<file path="config.mk">
export PLATFORM = sky130hd
export DESIGN_NAME = decimal_digit_display_scanner_top
export DESIGN_NICKNAME = d
export VERILOG_FILES = /design/src/sv/ddds_pkg.sv /design/src/sv/decimal_digit_display_scanner_top.sv /design/src/sv/ddds_cell.sv /design/src/sv/ddds_chain.sv
export SDC_FILE = /design/constraint.sdc
export NUM_CORES = 1
export LEC_CHECK = 0
export BUFFER_PORTS_ARGS = -buffer_cell sky130_fd_sc_hd__buf_2
export CORE_MARGIN = 2
export CORE_UTILIZATION = 60
export CTS_BUF_LIST = sky130_fd_sc_hd__clkbuf_4
export CTS_CLUSTER_SIZE = 16
export DETAILED_ROUTE_END_ITERATION = 10
export PLACE_DENSITY_LB_ADDON = 0.3
export SKIP_LAST_GASP = 1
export SLEW_MARGIN = 15
export SYNTH_ARGS = -nofsm -noshare
export SYNTH_HDL_FRONTEND = slang
export SYNTH_HIERARCHICAL = 1
export SYNTH_SLANG_ARGS = --single-unit
</file>
<file path="constraint.sdc">
create_clock -name clk -period 3.9 [get_ports clk]
set_input_delay 1.17 -clock clk [delete_from_list [all_inputs] [get_ports clk]]
set_output_delay 1.17 -clock clk [all_outputs]
set_load 0.01 [all_outputs]
</file>
<file path="src/sv/ddds_pkg.sv">
// Shared types and constants for the decimal digit display scanner.
// Used by the digit cell, the conversion chain and the top level.
`timescale 1ns / 1ps

package ddds_pkg;

	localparam int DIGIT_COUNT_DEF = 8;
	localparam int VALUE_W = 32;
	localparam int CODE_W = 5;
	localparam int BCD_W = 4;
	localparam logic [CODE_W-1:0] BLANK_CODE = 5'd17;

	typedef enum logic [1:0] {
		CMD_TICK   = 2'd0,
		CMD_WR_LO  = 2'd1,
		CMD_WR_HI  = 2'd2,
		CMD_WR_ALL = 2'd3
	} cmd_t;

	typedef enum logic {
		ST_IDLE = 1'b0,
		ST_CONV = 1'b1
	} state_t;

	typedef struct packed {
		logic done;
		logic ovf;
	} conv_status_t;

endpackage

</file>
<file path="src/sv/decimal_digit_display_scanner_top.sv">
// Top level of the decimal digit display scanner: command decode, digit store and scan.
// Depends on ddds_pkg and ddds_chain.
`timescale 1ns / 1ps

// Each input item carries a command in s_axis_tuser and a binary number in s_axis_tdata.
// A scan tick produces one output item holding the current position and its digit code,
// then advances the position, wrapping after the last digit. A write produces no item.
// A write converts its number serially, one bit per cycle through the row of digit
// cells, and stores the digits with leading-zero blanking; digit 0 always shows.
// A write occupies the block while it is accepted, for the 32 shift steps of the
// cell row, and while the store is updated; no further item is accepted meanwhile.
// A scan tick's item appears on the output in the next cycle, held in a register;
// ticks may follow one another in consecutive cycles while the output is taken.
// The output item is held in a register; while the receiver stalls it stays put and
// no new input item is accepted until the register is free or being emptied.
// Reset sets every stored digit to blank code 17 and the scan position to zero.

module decimal_digit_display_scanner_top #(
	parameter int DIGIT_COUNT = ddds_pkg::DIGIT_COUNT_DEF
) (
	input  logic                         clk,
	input  logic                         arst_n,
	input  logic                         s_axis_tvalid,
	output logic                         s_axis_tready,
	input  logic [31:0]                  s_axis_tdata,  // number[31:0]
	input  logic [1:0]                   s_axis_tuser,  // cmd[1:0]
	output logic                         m_axis_tvalid,
	input  logic                         m_axis_tready,
	output logic [7:0]                   m_axis_tdata   // digit_code, digit_position
);

	localparam int POS_W = $clog2(DIGIT_COUNT);
	localparam int HALF = DIGIT_COUNT / 2;
	localparam logic [POS_W-1:0] POS_LAST = POS_W'(DIGIT_COUNT - 1);

	ddds_pkg::state_t state_q, state_d;
	ddds_pkg::cmd_t   in_cmd;
	ddds_pkg::cmd_t   wr_cmd_q;

	logic                                           in_acc;
	logic                                           tick_acc;
	logic                                           wr_acc;
	logic [DIGIT_COUNT-1:0][ddds_pkg::BCD_W-1:0]    digits;
	ddds_pkg::conv_status_t                         status;
	logic [ddds_pkg::VALUE_W-1:0]                   load_value;
	logic [DIGIT_COUNT-1:0]                         any_nz;
	logic [DIGIT_COUNT-1:0][ddds_pkg::CODE_W-1:0]   conv_code;
	logic [DIGIT_COUNT-1:0]                         wr_en;
	logic [DIGIT_COUNT-1:0][ddds_pkg::CODE_W-1:0]   wr_val;
	logic [DIGIT_COUNT-1:0][ddds_pkg::CODE_W-1:0]   store_q;
	logic [POS_W-1:0]                               scan_q;
	logic                                           out_valid_q;
	logic [POS_W-1:0]                               out_pos_q;
	logic [ddds_pkg::CODE_W-1:0]                    out_code_q;

	assign in_cmd        = ddds_pkg::cmd_t'(s_axis_tuser);
	assign s_axis_tready = (state_q == ddds_pkg::ST_IDLE) && (!out_valid_q || m_axis_tready);
	assign in_acc        = s_axis_tvalid && s_axis_tready;
	assign tick_acc      = in_acc && (in_cmd == ddds_pkg::CMD_TICK);
	assign wr_acc        = in_acc && (in_cmd != ddds_pkg::CMD_TICK);

	always_comb begin
		if (in_cmd == ddds_pkg::CMD_WR_ALL) begin
			load_value = s_axis_tdata;
		end else begin
			load_value = {16'd0, s_axis_tdata[15:0]};
		end
	end

	ddds_chain #(
		.DIGIT_COUNT (DIGIT_COUNT)
	) u_chain (
		.clk    (clk),
		.arst_n (arst_n),
		.load   (wr_acc),
		.value  (load_value),
		.digits (digits),
		.status (status)
	);

	always_ff @(posedge clk or negedge arst_n) begin
		if (!arst_n) begin
			state_q <= ddds_pkg::ST_IDLE;
		end else begin
			state_q <= state_d;
		end
	end

	always_comb begin
		state_d = state_q;
		case (state_q)
			ddds_pkg::ST_IDLE: begin
				if (wr_acc) begin
					state_d = ddds_pkg::ST_CONV;
				end
			end
			ddds_pkg::ST_CONV: begin
				if (status.done) begin
					state_d = ddds_pkg::ST_IDLE;
				end
			end
			default: begin
				state_d = ddds_pkg::ST_IDLE;
			end
		endcase
	end

	always_ff @(posedge clk) begin
		if (wr_acc) begin
			wr_cmd_q <= in_cmd;
		end
	end

	// A digit other than digit 0 is blanked once it and every higher digit, including any dropped ones, is zero.
	always_comb begin
		any_nz[DIGIT_COUNT-1] = (digits[DIGIT_COUNT-1] != '0);
		for (int i = DIGIT_COUNT - 2; i >= 0; i--) begin
			any_nz[i] = any_nz[i+1] || (digits[i] != '0);
		end
		for (int i = 0; i < DIGIT_COUNT; i++) begin
			if (i == 0 || status.ovf || any_nz[i]) begin
				conv_code[i] = {1'b0, digits[i]};
			end else begin
				conv_code[i] = ddds_pkg::BLANK_CODE;
			end
		end
	end

	always_comb begin
		for (int p = 0; p < DIGIT_COUNT; p++) begin
			wr_en[p]  = 1'b0;
			wr_val[p] = conv_code[p % HALF];
			case (wr_cmd_q)
				ddds_pkg::CMD_WR_LO: begin
					wr_en[p] = status.done && (p < HALF);
				end
				ddds_pkg::CMD_WR_HI: begin
					wr_en[p] = status.done && (p >= HALF);
				end
				ddds_pkg::CMD_WR_ALL: begin
					wr_en[p]  = status.done;
					wr_val[p] = conv_code[p];
				end
				default: begin
					wr_en[p] = 1'b0;
				end
			endcase
		end
	end

	always_ff @(posedge clk or negedge arst_n) begin
		if (!arst_n) begin
			for (int p = 0; p < DIGIT_COUNT; p++) begin
				store_q[p] <= ddds_pkg::BLANK_CODE;
			end
		end else begin
			for (int p = 0; p < DIGIT_COUNT; p++) begin
				if (wr_en[p]) begin
					store_q[p] <= wr_val[p];
				end
			end
		end
	end

	always_ff @(posedge clk or negedge arst_n) begin
		if (!arst_n) begin
			scan_q      <= '0;
			out_valid_q <= 1'b0;
		end else begin
			if (tick_acc) begin
				scan_q      <= (scan_q == POS_LAST) ? '0 : scan_q + 1'b1;
				out_valid_q <= 1'b1;
			end else if (m_axis_tready) begin
				out_valid_q <= 1'b0;
			end
		end
	end

	always_ff @(posedge clk) begin
		if (tick_acc) begin
			out_pos_q  <= scan_q;
			out_code_q <= store_q[scan_q];
		end
	end

	assign m_axis_tvalid = out_valid_q;
	assign m_axis_tdata  = {out_code_q, out_pos_q};

	a_done_in_conv: assert property (@(posedge clk) disable iff (!arst_n)
		status.done |-> state_q == ddds_pkg::ST_CONV)
		else $error("conversion finished outside a write");

	a_write_starts_conv: assert property (@(posedge clk) disable iff (!arst_n)
		wr_acc |=> state_q == ddds_pkg::ST_CONV)
		else $error("write item did not start a conversion");

	a_tick_gives_item: assert property (@(posedge clk) disable iff (!arst_n)
		tick_acc |=> m_axis_tvalid)
		else $error("scan tick produced no output item");

	a_scan_holds: assert property (@(posedge clk) disable iff (!arst_n)
		!tick_acc |=> $stable(scan_q))
		else $error("scan position moved without a tick");

	a_no_store_write_idle: assert property (@(posedge clk) disable iff (!arst_n)
		(state_q == ddds_pkg::ST_IDLE) |-> (wr_en == '0))
		else $error("digit store written while idle");

endmodule

</file>
<file path="src/sv/ddds_cell.sv">
// One decimal digit cell of the shift-and-add-three conversion chain.
// Depends on ddds_pkg for the digit width.
`timescale 1ns / 1ps

module ddds_cell (
	input  logic                        clk,
	input  logic                        arst_n,
	input  logic                        clear,
	input  logic                        shift,
	input  logic                        bit_in,
	output logic                        bit_out,
	output logic [ddds_pkg::BCD_W-1:0]  digit
);

	logic [ddds_pkg::BCD_W-1:0] digit_q;
	logic [ddds_pkg::BCD_W-1:0] adj;

	always_comb begin
		adj = (digit_q >= 4'd5) ? digit_q + 4'd3 : digit_q;
	end

	assign bit_out = adj[ddds_pkg::BCD_W-1];
	assign digit   = digit_q;

	always_ff @(posedge clk or negedge arst_n) begin
		if (!arst_n) begin
			digit_q <= '0;
		end else if (clear) begin
			digit_q <= '0;
		end else if (shift) begin
			digit_q <= {adj[ddds_pkg::BCD_W-2:0], bit_in};
		end
	end

endmodule

</file>
<file path="src/sv/ddds_chain.sv">
// Row of decimal digit cells fed most significant bit first from a shift register.
// Depends on ddds_pkg and ddds_cell; reports completion and decimal overflow.
`timescale 1ns / 1ps

module ddds_chain #(
	parameter int DIGIT_COUNT = ddds_pkg::DIGIT_COUNT_DEF
) (
	input  logic                                          clk,
	input  logic                                          arst_n,
	input  logic                                          load,
	input  logic [ddds_pkg::VALUE_W-1:0]                  value,
	output logic [DIGIT_COUNT-1:0][ddds_pkg::BCD_W-1:0]   digits,
	output ddds_pkg::conv_status_t                        status
);

	localparam int CNT_W = $clog2(ddds_pkg::VALUE_W);
	localparam logic [CNT_W-1:0] CNT_LAST = CNT_W'(ddds_pkg::VALUE_W - 1);

	logic [ddds_pkg::VALUE_W-1:0] shreg_q;
	logic [CNT_W-1:0]             cnt_q;
	logic                         busy_q;
	logic                         done_q;
	logic                         ovf_q;
	logic [DIGIT_COUNT:0]         carry;

	assign carry[0] = shreg_q[ddds_pkg::VALUE_W-1];

	for (genvar g = 0; g < DIGIT_COUNT; g++) begin : g_cell
		ddds_cell u_cell (
			.clk     (clk),
			.arst_n  (arst_n),
			.clear   (load),
			.shift   (busy_q),
			.bit_in  (carry[g]),
			.bit_out (carry[g+1]),
			.digit   (digits[g])
		);
	end

	always_ff @(posedge clk or negedge arst_n) begin
		if (!arst_n) begin
			shreg_q <= '0;
			cnt_q   <= '0;
			busy_q  <= 1'b0;
			done_q  <= 1'b0;
			ovf_q   <= 1'b0;
		end else begin
			done_q <= 1'b0;
			if (load) begin
				shreg_q <= value;
				cnt_q   <= '0;
				busy_q  <= 1'b1;
				ovf_q   <= 1'b0;
			end else if (busy_q) begin
				shreg_q <= {shreg_q[ddds_pkg::VALUE_W-2:0], 1'b0};
				cnt_q   <= cnt_q + 1'b1;
				if (carry[DIGIT_COUNT]) begin
					ovf_q <= 1'b1;
				end
				if (cnt_q == CNT_LAST) begin
					busy_q <= 1'b0;
					done_q <= 1'b1;
				end
			end
		end
	end

	assign status = '{done: done_q, ovf: ovf_q};

endmodule
</file>
==> results.yml <==
drt:
  ant_nets: 0
  drcViolationCount: 0
  avgRoutedWirePerCell_um: 16.7
  drt_iter0_markers: 310
  first_pass_iters: 5
  vias: 4789
  wl_um: 13400
  detail_route.vias_per_cell: 5.98
layout:
  drive_gt1_share_pct: 24.4
  n_antenna_cell: 0
  final_cell_area_um2: 7270
  final_cell_mix: "100 x dfrtp_1, 74 x nand2_1, 53 x mux2i_1"
  area_delta_synth_final_pct: 8.69
  multi_input_comb_area_um2: 3150
  final_nets: 706
  regArea_um2: 3250
  fin_util_pct: 67.1
  final_cells: 801
  fill_cells: 860
  final_common_cell: "dfrtp_1"
sta:
  fin_ws_ns: 1.13
  drv_slew: 0
  setup-tns-final_ns: 0
  setup_viol: 0
  timing.final.crit_share_pct: 71.1
  finalCriticalPeriod_ns: 2.77
  hold_slack_ns: 0.477
  hold_viol_final: 0
  fin_skew_ns: 0.0260
  timing.fmax_mhz: 361
  maxSlewHeadroom_pct: 25.2
  rsz0062_at_grt: "no"
  tightest_slew_ns: 1.12
synthesis:
  synthFlopType: "dfrtp_1"
  synth-async-reset-ratio_pct: 92.1
  yosysWarningCount: 6
  yosysTopAreaCell: "dfrtp_1"
  synth_top_cells_by_area: "dfrtp_1 38%, mux2i_1 7.9%, dfstp_2 6.3%, mux2_2 4.9%, edfxtp_1 4.5%"
  synth_edf_count: 10
  synth-seq-cells: 127
  syn_nets: 672
  yosysUniqueCellTypes: 50
  syn_avg_cell_area_um2: 10.9
  syn_area_um2: 6690
  synth_top_area_share_pct: 37.8
  synth.yosys.seq_area_share_pct: 48.5
  postSynthCellCount: 614
place:
  pre_cts_ws_ns: 1.00
  port_buffers: 47
  finalWeightedCongestion: 0.906
  placed_cells: 769
  dp_hpwl_um: 8710
  place_area_um2: 6950
cts:
  cts_root_buf: "clkbuf_4"
  clk_pin_slew_ns: 0.13
  cts_buffers: 17
  numClockSinks: 127
  htreeDepth: 4
  post_cts_resized: 0
  cts_hold_buffers: 0
  clkLatencyLatePin_ns: 0.53
  clockBufferDepth: 2
  cts_tree: "built"
  cts_setup_buffers: 0
global_routing:
  track_usage_pct: 24.7
  grt_max_degree: 117
  antenna_found_initial: 0
  grt_pass1_wl_um: 22800
  overflow: 0
  grt_pass1_vias: 4718
min_path:
  hold_class: "register to register"
  holdPathEnd: "store_q[9]"
  min_from: "store_q[9]"
  min_path_cells: 2
worst_setup_path:
  startpoint_type: "input port"
  r2r-start: "u_chain/g_cell[7].u_cell/digit[2]"
  regToRegEndpoint: "store_q[29]"
  endpoint_kind: "output port"
  r2r_cells: 4
  regToRegSetupSlack_ns: 1.75
  crit_arrival_ns: 1.60
  cp_max_fo: 3
  worstSetupPathType: "input port to output port"
  crit_required_ns: 2.73
floorplanning:
  die_width_um: 110
  die_area_um2: 12000
  start_util_pct: 61.7
  fp.coreArea_um2: 10800
  ioPinCount: 48
  die_h_um: 110
  rows: 38
status:
  status: "finished clean"
power:
  p_leak_nw: 3.42
  pwr_density_cell_nw_per_um2: 770
  design_power_total_mw: 5.60
  ir_drop_v: 0.000351
flow_run:
  drv_cap: 0
-- registers in the layout, summed over array words and instances (netlist names) --
signal	cells
m_axis_tvalid	1
out_code_q	5
out_pos_q	3
scan_q	3
state_q	1
store_q	40
u_chain/busy_q	1
u_chain/cnt_q	5
u_chain/done_q	1
u_chain/g_cell.u_cell/digit	32
u_chain/ovf_q	1
u_chain/shreg_q	32
wr_cmd_q	2
-- worst max-delay path, stage by stage --
cell	delay [ns]
buf_2	0.10
o21a_1	0.19
buf_2	0.14
-- Yosys cell counts, types with 10 or more instances --
cell type,instances
a21oi_1,18
and3_1,17
buf_2,15
clkbuf_1,11
dfrtp_1,101
dfstp_2,16
edfxtp_1,10
ha_1,20
inv_1,20
mux2_2,29
mux2i_1,53
mux4_2,10
nand2_1,74
nor2_1,33
o21ai_0,44
o21ai_1,32
-- worst max path at each step --
stage                    startpoint                                end  slack, ns  cells after the start
global route          m_axis_tready                      s_axis_tready       1.11                      3
detailed placement  s_axis_tuser[1]  u_chain/g_cell[2].u_cell/digit[1]       1.00                      6
CTS                   m_axis_tready                      s_axis_tready       1.13                      3
finish                m_axis_tready                      s_axis_tready       1.13                      3
global placement    s_axis_tuser[1]  u_chain/g_cell[7].u_cell/digit[1]       1.11                      6
floorplan             m_axis_tready                u_chain/shreg_q[10]       0.62                      6
-- cell type report --
type	count	area share, %
Clock buffer	18	1.86
Sequential cell	127	44.7
Timing Repair Buffer	51	4.02
Clock inverter	14	2.61
Inverter	20	1.03
Tap cell	140	2.41
Multi-Input combinational cell	431	43.4
-- per-layer routing --
metal,GRT usage (%),vias to the layer above,routed length [um],part of all wire (%)
met5,0,-,0,0
met4,8.59,0,191,1.4
met3,5.22,23,779,5.8
met2,38.5,178,6470,48
met1,34.5,2311,5920,44
li1,-,2277,-,-
-- power breakdown --
part           internal (mW)  switching (mW)  leakage [nW]  total [mW]
clock network          0.515           0.507         0.164        1.02
logic                   1.12           0.880          1.74        2.01
registers               1.85           0.726          1.52        2.58
-- logic make-up after synthesis --
group                    count (synthesis)  share of synthesized area (%)
adder cells (fa/ha/maj)                 20                           3.74
buffers and inverters                   56                           4.45
AND/OR/NAND/NOR                        186                           14.6
XOR/XNOR                                 1                          0.131
flip-flops                             127                           48.5
AO/OA/AOI/OAI                          131                           12.1
multiplexers                            93                           16.4
Note: power is estimated with default switching activity, not from simulation.
